File: src/sv/ble_pkg.sv
package ble_pkg;

  localparam int AdcW = 12;
  localparam int MvW  = 14;
  localparam int VoltW = 17;
  localparam int LvlW = 7;

  localparam logic [2:0] CFG_FULL_ADC  = 3'd0;
  localparam logic [2:0] CFG_EMPTY_ADC = 3'd1;
  localparam logic [2:0] CFG_FULL_MV   = 3'd2;
  localparam logic [2:0] CFG_KNEE_MV   = 3'd3;
  localparam logic [2:0] CFG_EMPTY_MV  = 3'd4;
  localparam logic [2:0] CFG_OFFSET_MV = 3'd5;
  localparam logic [2:0] CFG_HOLD      = 3'd6;

  localparam logic [1:0] PINS_NONE     = 2'd0;
  localparam logic [1:0] PINS_FULL     = 2'd1;
  localparam logic [1:0] PINS_CHARGING = 2'd2;
  localparam logic [1:0] PINS_IDLE     = 2'd3;

  localparam logic [1:0] SRC_BATTERY   = 2'd0;
  localparam logic [1:0] SRC_CHARGER   = 2'd1;
  localparam logic [1:0] SRC_DISCHARGE = 2'd2;

  localparam logic [1:0] STAT_NOT_CHARGING = 2'd0;
  localparam logic [1:0] STAT_CHARGING     = 2'd1;
  localparam logic [1:0] STAT_FULL         = 2'd2;
  localparam logic [1:0] STAT_DISCHARGING  = 2'd3;

  // Datapath operations selected by the controller.
  typedef enum logic [3:0] {
    OP_NONE,
    OP_LOAD,
    OP_RING,
    OP_SUM,
    OP_AVG_DIV,
    OP_VOLT_DIV,
    OP_VOLT_FIN,
    OP_LVL_DIV,
    OP_FINISH
  } dp_op_t;

  typedef struct packed {
    dp_op_t op;
    logic   div_start;
  } dp_cmd_t;

  typedef struct packed {
    logic div_done;
    logic sum_last;
  } dp_sts_t;

endpackage

File: src/sv/ble_div.sv
// Restoring signed divider truncating toward zero; zero divisor gives zero.
module ble_div (
  input  logic               clk,
  input  logic               rst_n,
  input  logic               start,
  input  logic signed [39:0] num,
  input  logic signed [39:0] den,
  output logic               done,
  output logic signed [39:0] quo
);
  logic [39:0] n_r, n_nxt, d_r, d_nxt, q_r, q_nxt;
  logic [40:0] rem_r, rem_nxt, trial;
  logic [5:0]  cnt_r, cnt_nxt;
  logic        neg_r, neg_nxt, busy_r, busy_nxt, done_r, done_nxt, zero_r, zero_nxt;

  always_comb begin
    n_nxt = n_r; d_nxt = d_r; q_nxt = q_r; rem_nxt = rem_r; cnt_nxt = cnt_r;
    neg_nxt = neg_r; busy_nxt = busy_r; done_nxt = 1'b0; zero_nxt = zero_r;
    trial = '0;
    if (start) begin
      n_nxt = num[39] ? 40'(-num) : num;
      d_nxt = den[39] ? 40'(-den) : den;
      neg_nxt = num[39] ^ den[39];
      zero_nxt = (den == '0);
      rem_nxt = '0; q_nxt = '0; cnt_nxt = 6'd40; busy_nxt = 1'b1;
    end else if (busy_r) begin
      trial = {rem_r[39:0], n_r[39]};
      n_nxt = {n_r[38:0], 1'b0};
      if (trial >= {1'b0, d_r}) begin
        rem_nxt = trial - {1'b0, d_r};
        q_nxt = {q_r[38:0], 1'b1};
      end else begin
        rem_nxt = trial;
        q_nxt = {q_r[38:0], 1'b0};
      end
      cnt_nxt = cnt_r - 6'd1;
      if (cnt_r == 6'd1) begin
        busy_nxt = 1'b0;
        done_nxt = 1'b1;
      end
    end
  end

  always_ff @(posedge clk) begin
    if (!rst_n) begin
      busy_r <= 1'b0;
      done_r <= 1'b0;
    end else begin
      busy_r <= busy_nxt;
      done_r <= done_nxt;
    end
    n_r <= n_nxt; d_r <= d_nxt; q_r <= q_nxt; rem_r <= rem_nxt;
    cnt_r <= cnt_nxt; neg_r <= neg_nxt; zero_r <= zero_nxt;
  end

  assign done = done_r;
  assign quo  = zero_r ? '0 : (neg_r ? 40'(-q_r) : q_r);
endmodule

File: src/sv/ble_ctrl.sv
module ble_ctrl (
  input  logic              clk,
  input  logic              rst_n,
  input  logic              in_valid,
  output logic              in_stall,
  output logic              out_valid,
  input  logic              out_stall,
  output ble_pkg::dp_cmd_t  cmd,
  input  ble_pkg::dp_sts_t  sts
);
  import ble_pkg::*;

  typedef enum logic [3:0] {
    S_IDLE, S_RING, S_SUM, S_AVG, S_VOLT, S_VOLT_W, S_VFIN,
    S_LVL, S_LVL_W, S_FIN, S_OUT
  } state_t;

  state_t state_r, state_nxt;

  always_comb begin
    state_nxt = state_r;
    cmd.op = OP_NONE;
    cmd.div_start = 1'b0;
    case (state_r)
      S_IDLE: if (in_valid) begin
        cmd.op = OP_LOAD;
        state_nxt = S_RING;
      end
      S_RING: begin
        cmd.op = OP_RING;
        state_nxt = S_SUM;
      end
      S_SUM: begin
        cmd.op = OP_SUM;
        if (sts.sum_last) state_nxt = S_AVG;
      end
      S_AVG: begin
        cmd.op = OP_AVG_DIV;
        state_nxt = S_VOLT;
      end
      S_VOLT: begin
        cmd.op = OP_VOLT_DIV;
        cmd.div_start = 1'b1;
        state_nxt = S_VOLT_W;
      end
      S_VOLT_W: if (sts.div_done) begin
        cmd.op = OP_VOLT_DIV;
        state_nxt = S_VFIN;
      end
      S_VFIN: begin
        cmd.op = OP_VOLT_FIN;
        state_nxt = S_LVL;
      end
      S_LVL: begin
        cmd.op = OP_LVL_DIV;
        cmd.div_start = 1'b1;
        state_nxt = S_LVL_W;
      end
      S_LVL_W: if (sts.div_done) begin
        cmd.op = OP_LVL_DIV;
        state_nxt = S_FIN;
      end
      S_FIN: begin
        cmd.op = OP_FINISH;
        state_nxt = S_OUT;
      end
      S_OUT: if (!out_stall) state_nxt = S_IDLE;
      default: state_nxt = S_IDLE;
    endcase
  end

  always_ff @(posedge clk) begin
    if (!rst_n) state_r <= S_IDLE;
    else state_r <= state_nxt;
  end

  assign in_stall  = (state_r != S_IDLE);
  assign out_valid = (state_r == S_OUT);
endmodule

File: src/sv/ble_dp.sv
module ble_dp #(
  parameter int WINDOW_LEN = 10
) (
  input  logic                          clk,
  input  logic                          rst_n,
  input  ble_pkg::dp_cmd_t              cmd,
  output ble_pkg::dp_sts_t              sts,
  input  logic [11:0]                   in_adc_sample,
  input  logic [1:0]                    in_charger_pins,
  input  logic [11:0]                   full_adc,
  input  logic [11:0]                   empty_adc,
  input  logic [13:0]                   full_mv,
  input  logic [13:0]                   knee_mv,
  input  logic [13:0]                   empty_mv,
  input  logic [9:0]                    charge_offset_mv,
  input  logic [7:0]                    hold_polls,
  output logic [11:0]                   out_avg_adc,
  output logic signed [16:0]            out_voltage_mv,
  output logic [6:0]                    out_level_pct,
  output logic                          out_is_full,
  output logic [1:0]                    out_source,
  output logic [1:0]                    out_supply_status
);
  import ble_pkg::*;

  localparam int PosW = (WINDOW_LEN > 1) ? $clog2(WINDOW_LEN) : 1;
  localparam int SumW = AdcW + $clog2(WINDOW_LEN + 1);

  // The window average multiplies by a rounded-up reciprocal of WINDOW_LEN.
  // The shift is wide enough that the quotient is exact for every ring sum.
  localparam int RecipSh = 24;
  localparam int RecipW  = RecipSh + 1;
  localparam logic [RecipW-1:0] RecipM =
    RecipW'(((64'd1 << RecipSh) + 64'(WINDOW_LEN) - 64'd1) / 64'(WINDOW_LEN));
  localparam int ProdW = SumW + RecipW;

  logic [AdcW-1:0] ring_r [WINDOW_LEN];
  logic [PosW-1:0] pos_r, idx_r;
  logic            refill_r, refilled_r;
  logic [1:0]      last_pins_r, pins_r;
  logic [7:0]      hold_r;
  logic [LvlW-1:0] lvl_r;
  logic            full_r;
  logic [AdcW-1:0] sample_r, avg_r;
  logic [SumW-1:0] sum_r;
  logic signed [VoltW-1:0] volt_r;
  logic signed [39:0] quo_r;
  logic            held_r, above_knee_r;

  logic signed [39:0] div_num, div_den, div_q;
  logic               div_done;

  ble_div u_div (
    .clk(clk), .rst_n(rst_n), .start(cmd.div_start),
    .num(div_num), .den(div_den), .done(div_done), .quo(div_q)
  );

  logic signed [13:0] adc_diff;
  logic signed [15:0] mv_span;
  logic signed [31:0] volt_prod;
  logic [ProdW-1:0]   avg_prod;
  logic signed [19:0] lv_delta;
  logic signed [27:0] lv_prod;
  logic signed [41:0] volt_raw;
  logic signed [VoltW-1:0] volt_sat;
  logic signed [41:0] lv_raw;
  logic [LvlW-1:0] lvl_calc, lvl_o;
  logic            full_calc, full_o;
  logic [1:0]      src_o;

  always_comb begin
    adc_diff  = $signed({2'b0, avg_r}) - $signed({2'b0, empty_adc});
    mv_span   = $signed({2'b0, full_mv}) - $signed({2'b0, empty_mv});
    volt_prod = 32'(adc_diff) * 32'(mv_span);
    avg_prod  = ProdW'(sum_r) * ProdW'(RecipM);
  end

  always_comb begin
    div_num = '0;
    div_den = '0;
    lv_delta = above_knee_r ? (20'(volt_r) - $signed({6'b0, knee_mv}))
                            : (20'(volt_r) - $signed({6'b0, empty_mv}));
    lv_prod = above_knee_r ? 28'(lv_delta) * 28'sd85 : 28'(lv_delta) * 28'sd15;
    case (cmd.op)
      OP_VOLT_DIV: begin
        div_num = 40'(volt_prod);
        div_den = 40'($signed({2'b0, full_adc}) - $signed({2'b0, empty_adc}));
      end
      OP_LVL_DIV: begin
        div_num = 40'(lv_prod);
        div_den = above_knee_r
          ? 40'($signed({2'b0, full_mv}) - $signed({2'b0, knee_mv}))
          : 40'($signed({2'b0, knee_mv}) - $signed({2'b0, empty_mv}));
      end
      default: ;
    endcase
  end

  always_comb begin
    volt_raw = 42'(quo_r) + 42'($signed({1'b0, empty_mv}));
    if (pins_r == PINS_CHARGING) volt_raw = volt_raw - 42'($signed({1'b0, charge_offset_mv}));
    if (volt_raw < -42'sd65536) volt_sat = -17'sd65536;
    else if (volt_raw > 42'sd65535) volt_sat = 17'sd65535;
    else volt_sat = volt_raw[VoltW-1:0];

    lv_raw = 42'(div_q) + (above_knee_r ? 42'sd15 : 42'sd0);
    if (lv_raw < 0) lvl_calc = '0;
    else if (lv_raw > 42'sd100) lvl_calc = 7'd100;
    else lvl_calc = lv_raw[LvlW-1:0];

    lvl_o = lvl_r;
    full_o = full_r;
    full_calc = 1'b0;
    if (!held_r) begin
      if (avg_r >= full_adc) begin
        full_o = 1'b1; lvl_o = 7'd100;
      end else begin
        full_o = full_calc; lvl_o = quo_r[LvlW-1:0];
      end
      if (avg_r <= empty_adc) begin
        full_o = 1'b0; lvl_o = '0;
      end
    end
    case (pins_r)
      PINS_FULL: begin
        src_o = SRC_DISCHARGE; full_o = 1'b1; lvl_o = 7'd100;
      end
      PINS_CHARGING: begin
        src_o = SRC_CHARGER; full_o = 1'b0;
        if (lvl_o >= 7'd100) lvl_o = 7'd99;
        if (avg_r <= empty_adc) lvl_o = 7'd1;
      end
      PINS_IDLE: src_o = SRC_DISCHARGE;
      default:   src_o = SRC_BATTERY;
    endcase
  end

  always_ff @(posedge clk) begin
    if (!rst_n) begin
      pos_r <= '0; refill_r <= 1'b1; last_pins_r <= '0; hold_r <= '0;
      lvl_r <= '0; full_r <= 1'b0;
    end else begin
      case (cmd.op)
        OP_LOAD: begin
          sample_r <= in_adc_sample;
          pins_r <= in_charger_pins;
        end
        OP_RING: begin
          refilled_r <= refill_r;
          if (refill_r) begin
            for (int i = 0; i < WINDOW_LEN; i++) ring_r[i] <= sample_r;
            pos_r <= '0;
            refill_r <= 1'b0;
          end else begin
            ring_r[pos_r] <= sample_r;
            pos_r <= (32'(pos_r) + 1 >= WINDOW_LEN) ? '0 : PosW'(pos_r + 1'b1);
          end
          idx_r <= '0;
          sum_r <= '0;
        end
        OP_SUM: begin
          sum_r <= sum_r + SumW'(ring_r[idx_r]);
          idx_r <= PosW'(idx_r + 1'b1);
        end
        OP_AVG_DIV: avg_r <= refilled_r ? sample_r : avg_prod[RecipSh +: AdcW];
        OP_VOLT_DIV: if (div_done) quo_r <= div_q;
        OP_VOLT_FIN: begin
          volt_r <= volt_sat;
          above_knee_r <= (volt_sat >= $signed({3'b0, knee_mv}));
          if (pins_r != last_pins_r) begin
            refill_r <= 1'b1;
            last_pins_r <= pins_r;
            held_r <= (hold_polls != 8'd0);
            hold_r <= (hold_polls != 8'd0) ? hold_polls - 8'd1 : 8'd0;
          end else begin
            held_r <= (hold_r != 8'd0);
            if (hold_r != 8'd0) hold_r <= hold_r - 8'd1;
          end
        end
        OP_LVL_DIV: if (div_done) quo_r <= 40'(lvl_calc);
        OP_FINISH: begin
          lvl_r <= lvl_o;
          full_r <= full_o;
          out_source <= src_o;
          if (src_o == SRC_BATTERY) out_supply_status <= STAT_NOT_CHARGING;
          else if (src_o == SRC_DISCHARGE) out_supply_status <= STAT_DISCHARGING;
          else out_supply_status <= (lvl_o == 7'd100 && full_o) ? STAT_FULL : STAT_CHARGING;
        end
        default: ;
      endcase
    end
  end

  assign sts.div_done = div_done;
  assign sts.sum_last = (32'(idx_r) == WINDOW_LEN - 1);
  assign out_avg_adc    = avg_r;
  assign out_voltage_mv = volt_r;
  assign out_level_pct  = lvl_r;
  assign out_is_full    = full_r;
endmodule

File: src/sv/battery_level_estimator_core.sv
// Battery level estimator: one result per accepted poll. The time from
// acceptance to result is set by the ring sum over WINDOW_LEN samples and
// two passes through one shared 40-step serial divider (voltage map, level
// curve). The input is stalled while a poll is in work or its result is
// not taken, so a new poll is accepted only after the last result is taken.
module battery_level_estimator_core #(
  parameter int WINDOW_LEN = 10
) (
  input  logic               clk,
  input  logic               rst_n,
  input  logic               in_valid,
  output logic               in_stall,
  input  logic [11:0]        in_adc_sample,
  input  logic [1:0]         in_charger_pins,
  output logic               out_valid,
  input  logic               out_stall,
  output logic [11:0]        out_avg_adc,
  output logic signed [16:0] out_voltage_mv,
  output logic [6:0]         out_level_pct,
  output logic               out_is_full,
  output logic [1:0]         out_source,
  output logic [1:0]         out_supply_status,
  input  logic               cfg_we,
  input  logic [2:0]         cfg_index,
  input  logic [13:0]        cfg_data
);
  import ble_pkg::*;

  logic [11:0] full_adc_r, empty_adc_r;
  logic [13:0] full_mv_r, knee_mv_r, empty_mv_r;
  logic [9:0]  offset_r;
  logic [7:0]  hold_polls_r;
  dp_cmd_t cmd;
  dp_sts_t sts;

  always_ff @(posedge clk) begin
    if (!rst_n) begin
      full_adc_r <= 12'd3000; empty_adc_r <= 12'd2217;
      full_mv_r <= 14'd8400; knee_mv_r <= 14'd7091; empty_mv_r <= 14'd6000;
      offset_r <= 10'd220; hold_polls_r <= 8'd10;
    end else if (cfg_we) begin
      case (cfg_index)
        CFG_FULL_ADC:  full_adc_r <= cfg_data[11:0];
        CFG_EMPTY_ADC: empty_adc_r <= cfg_data[11:0];
        CFG_FULL_MV:   full_mv_r <= cfg_data;
        CFG_KNEE_MV:   knee_mv_r <= cfg_data;
        CFG_EMPTY_MV:  empty_mv_r <= cfg_data;
        CFG_OFFSET_MV: offset_r <= cfg_data[9:0];
        CFG_HOLD:      hold_polls_r <= cfg_data[7:0];
        default: ;
      endcase
    end
  end

  ble_ctrl u_ctrl (
    .clk(clk), .rst_n(rst_n), .in_valid(in_valid), .in_stall(in_stall),
    .out_valid(out_valid), .out_stall(out_stall), .cmd(cmd), .sts(sts)
  );

  ble_dp #(.WINDOW_LEN(WINDOW_LEN)) u_dp (
    .clk(clk), .rst_n(rst_n), .cmd(cmd), .sts(sts),
    .in_adc_sample(in_adc_sample), .in_charger_pins(in_charger_pins),
    .full_adc(full_adc_r), .empty_adc(empty_adc_r), .full_mv(full_mv_r),
    .knee_mv(knee_mv_r), .empty_mv(empty_mv_r), .charge_offset_mv(offset_r),
    .hold_polls(hold_polls_r),
    .out_avg_adc(out_avg_adc), .out_voltage_mv(out_voltage_mv),
    .out_level_pct(out_level_pct), .out_is_full(out_is_full),
    .out_source(out_source), .out_supply_status(out_supply_status)
  );
endmodule
File: config.mk
export PLATFORM = sky130hd
export DESIGN_NAME = battery_level_estimator_core
export DESIGN_NICKNAME = d
export VERILOG_FILES = /design/src/sv/ble_pkg.sv /design/src/sv/ble_div.sv /design/src/sv/ble_ctrl.sv /design/src/sv/ble_dp.sv /design/src/sv/battery_level_estimator_core.sv
export SDC_FILE = /design/constraint.sdc
export NUM_CORES = 2
export LEC_CHECK = 0
export ABC_CLOCK_PERIOD_IN_PS = 14100
export BUFFER_PORTS_ARGS = -buffer_cell sky130_fd_sc_hd__buf_2
export CAP_MARGIN = 20
export CORE_MARGIN = 2
export CORE_UTILIZATION = 25
export CTS_CLUSTER_SIZE = 28
export DETAILED_ROUTE_END_ITERATION = 12
export SETUP_SLACK_MARGIN = 0.2
export SLEW_MARGIN = 20
export SYNTH_ARGS = -nofsm -noshare
export SYNTH_HDL_FRONTEND = slang
export SYNTH_SLANG_ARGS = --single-unit
File: constraint.sdc
create_clock -name clk -period 14.1 [get_ports clk]
set_clock_uncertainty 0.05 [all_clocks]
set_input_delay 2.82 -clock clk [delete_from_list [all_inputs] [get_ports clk]]
set_output_delay 2.82 -clock clk [all_outputs]
set_load 0.01 [all_outputs]
==> results by group <==
Setup path
  • CP top delay family: compound AO/OA/AOI/OAI gates
  • Crit path max-delay cell type: fa_1
  • Worst Path Buf+Inv: 3
  • Crit end category: flop
  • Worst R2R Path Depth: 38
  • Most Frequent Cell on Critical Path: a21oi_1
  • CP Class: flop to flop
  • R2R Setup Slk: 2.75 ns
  • CP endpoint: u_dp.u_div.n_r[10]
  • Required time worst endpoint: 14.44 ns
  • R2r endpoint: u_dp.u_div.n_r[10]
  • CP startpoint kind: flop
  • Max incr delay on CP: 0.86 ns
  • Worst r2r src: empty_mv_r[0]
  • CP arrival: approximately 12 ns
  • Stages on worst setup path: 38
  • Setup crit start: empty_mv_r[0]
  • CP Max Fanout: 26

Run status
  • Status: finished, final reports clean

STA
  • RSZ-0062 raised after global routing: no
  • Worst Tran Pin Value: 1.14 ns
  • Fmax: 88.1 MHz
  • Tmin final: 11.35 ns
  • Setup TNS: 0 ns
  • Final worst path period share: 80.5%
  • Fin. Hold Viols: 0
  • Slew margin rel.: 24.2%
  • Final setup vio count: 0
  • Worst hold slack: 0.413 ns
  • Slew Viols, Final: 0

Synthesis
  • Post-Synth Adder-Cell Area: 24.9%
  • Synthesized cell area: about 53000 sq um
  • Synth Area in Compound Gates: 14.7%
  • Top FF cell, synth: edfxtp_1
  • Number of synthesized flops with an enable pin: 382
  • Synth top area share: 21.7%
  • Synth cell types: between 100 and 150
  • Syn avg cell area: between 9 and 10 sq um
  • Main combinational cell family by area after synthesis: adder cells
  • Asr flop ratio synth: 0%
  • Ys Warns: 0
  • Synth Area in XOR/XNOR: 5.45%
  • Seq/Total Area, Yosys: between 20% and 30%
  • Most area-hungry cell type in the Yosys netlist: edfxtp_1
  • Synth area leaders: edfxtp_1 (22%), fa_1 (13%), ha_1 (12%), dfxtp_1 (7.7%), inv_1 (4.8%)
  • Mux cell area share after synthesis: about 4.5%
  • Register bit total from synthesis: 585
  • Simple-gate area share of the yosys netlist: 14.8%
  • Gate Count Post-Synth: approximately 5600

Die
  • DIE AREA: roughly 220000 sq um
  • Die Width: 464 um
  • Starting Density: 25.2%
  • Num rows: 168
  • Die height: about 460 um
  • Core Area: 210000 sq um
  • Ports: 79

Clocking
  • Post-CTS Resized: 0
  • Sink Count: 585
  • Clock root buffer master: clkbuf_16
  • CTS tree: built
  • H-tree level count: 3
  • Post-CTS setup buffers: 0
  • Hold-fix buffers, CTS: 0
  • CTS Buf Count: 71
  • Clock transition at path regs: 0.06 ns
  • Clock Tree Buf Depth: 3
  • Clk_lat worst skew: 0.69 ns

Detailed routing
  • Final wirelength: roughly 150 mm
  • Drt wl/cell: 17.5 um
  • Vias per cell: just under 5
  • 1st-iter DRT viols: 2910
  • Routed Antenna Nets: 0
  • Vias: 41000
  • DRC errors left: 0
  • DRT Pass-1 Iters: 6

Cells and area
  • Nets: around 6500
  • Share of cells above drive strength 1: 7.92%
  • Area growth syn-to-layout: 11.7%

Hold path
  • Path type of the worst min-delay path: flop to flop
  • Min-Delay Startpoint: offset_r[9]

GRT
  • First-pass GRT wire length: about 230 mm
  • Grt met1 use: 18.1%
  • Met2 Use GR: 22.8%
  • Largest net degree at the start of global routing: 89
  • GR Util met3: 1.79%
  • GRT Total Usage: a little over an eighth
  • Vias in the first global route: 40700
  • Initial antenna violation count: 17
  • Grt total ovfl: 0
  • GRT Max-Usage Layer: met2

Placed design
  • DP HPWL: 117 mm
  • Port buffer count: 78
  • Gpl congestion: a little over 0.9

Job
  • Number of max-cap violations: 0
-- layout make-up --
type                    count  area [sq um]
flip-flops and latches    585         15500
clock inverters            40           503
clock buffers              90          1890
multi-input cells        4160         34200
diodes                      2          5.00
repair buffers            138           845
fillers                 22100        151000
well taps                2805          3510
inverters                 684          2570
-- cells in the final DEF (no fill, tap or decap), drive strengths merged, types with 50 or more instances in the layout --
master,instances
inv,684
nand2,519
ha,512
nor2,425
edfxtp,382
a21oi,339
fa,336
o21ai,275
xnor2,210
dfxtp,203
buf,138
xor2,118
nor3,116
a21o,104
clkbuf,90
nand3,89
mux2i,85
nor2b,69
nand2b,66
mux4,60
o211ai,52
a31oi,51
and2,50
nor4,50
-- Yosys cell counts (all sizes together), types with 42 or more instances --
cell / number
nor3: 116
dfxtp: 203
nand2b: 66
a211oi: 47
clkbuf: 162
o21a: 43
nand3: 89
o211ai: 52
mux2i: 85
and2: 50
nor2b: 69
mux4: 60
nand4: 42
xor2: 118
nand2: 519
a21oi: 339
edfxtp: 382
o21ai: 275
nor2: 425
a21o: 104
ha: 512
a31oi: 51
nor4: 50
inv: 684
xnor2: 210
fa: 336
-- worst register-to-register path, delay by kind of cell (launching register included) --
kind	cells	cell delay, ns
xor+xnor	1	0.18
compound gates	18	4.24
flops	1	0.41
mux	2	0.40
buf+inv	3	0.32
simple gates	5	1.62
fa+ha+maj	9	3.89
-- per-layer routing --
layer | share of wire (%) | up-vias
met4 | 2.6 | 0
met1 | 45 | 20100
met5 | 0 | -
met3 | 5.4 | 216
li1 | - | 19600
met2 | 47 | 1058
-- worst min-delay path by stage --
stage,slack [ns],depth (start not counted),end
final,0.41,2,offset_r[9]
after global routing,0.43,2,empty_adc_r[1]
after CTS,0.41,2,empty_adc_r[6]
after detailed placement,0.40,2,empty_adc_r[10]
after global placement,0.39,2,empty_adc_r[10]
after floorplan,0.39,2,empty_adc_r[10]
-- registers in the layout (all words and copies together), names as in the netlist, 14 cells and up, named ones only --
| name | count |
|---|---|
| u_dp.ring_r | 192 |
| u_dp.quo_r | 40 |
| u_dp.u_div.n_r | 40 |
| u_dp.u_div.q_r | 40 |
| u_dp.u_div.rem_r | 40 |
| u_dp.u_div.d_r | 38 |
| u_dp.out_voltage_mv | 17 |
| u_dp.sum_r | 16 |
| empty_mv_r | 14 |
| full_mv_r | 14 |
| knee_mv_r | 14 |
-- cells by family after synthesis --
group,after synthesis
simple gates,1614
compound gates,1193
buf+inv,881
fa+ha+maj,848
flops,585
xor+xnor,328
mux,159
other cells,1
-- per-stage QoR --
stage / setup slack (ns) / util [%] / area [sq um] / cells
3_3_place_gp: 3.03 / 27.0 / 56600 / 8372
4_1_cts: 2.80 / 28.1 / 59000 / 8502
2_1_floorplan: 4.40 / - / 52900 / 5626
5_1_grt: 1.89 / 28.1 / 59000 / 8503
3_5_place_dp: 2.82 / 27.0 / 56600 / 8372
6_report: 2.75 / 28.1 / 59000 / 8504
Power is not shown: default switching activity piles up to over one toggle a cycle in this logic, so the estimate is an artifact.
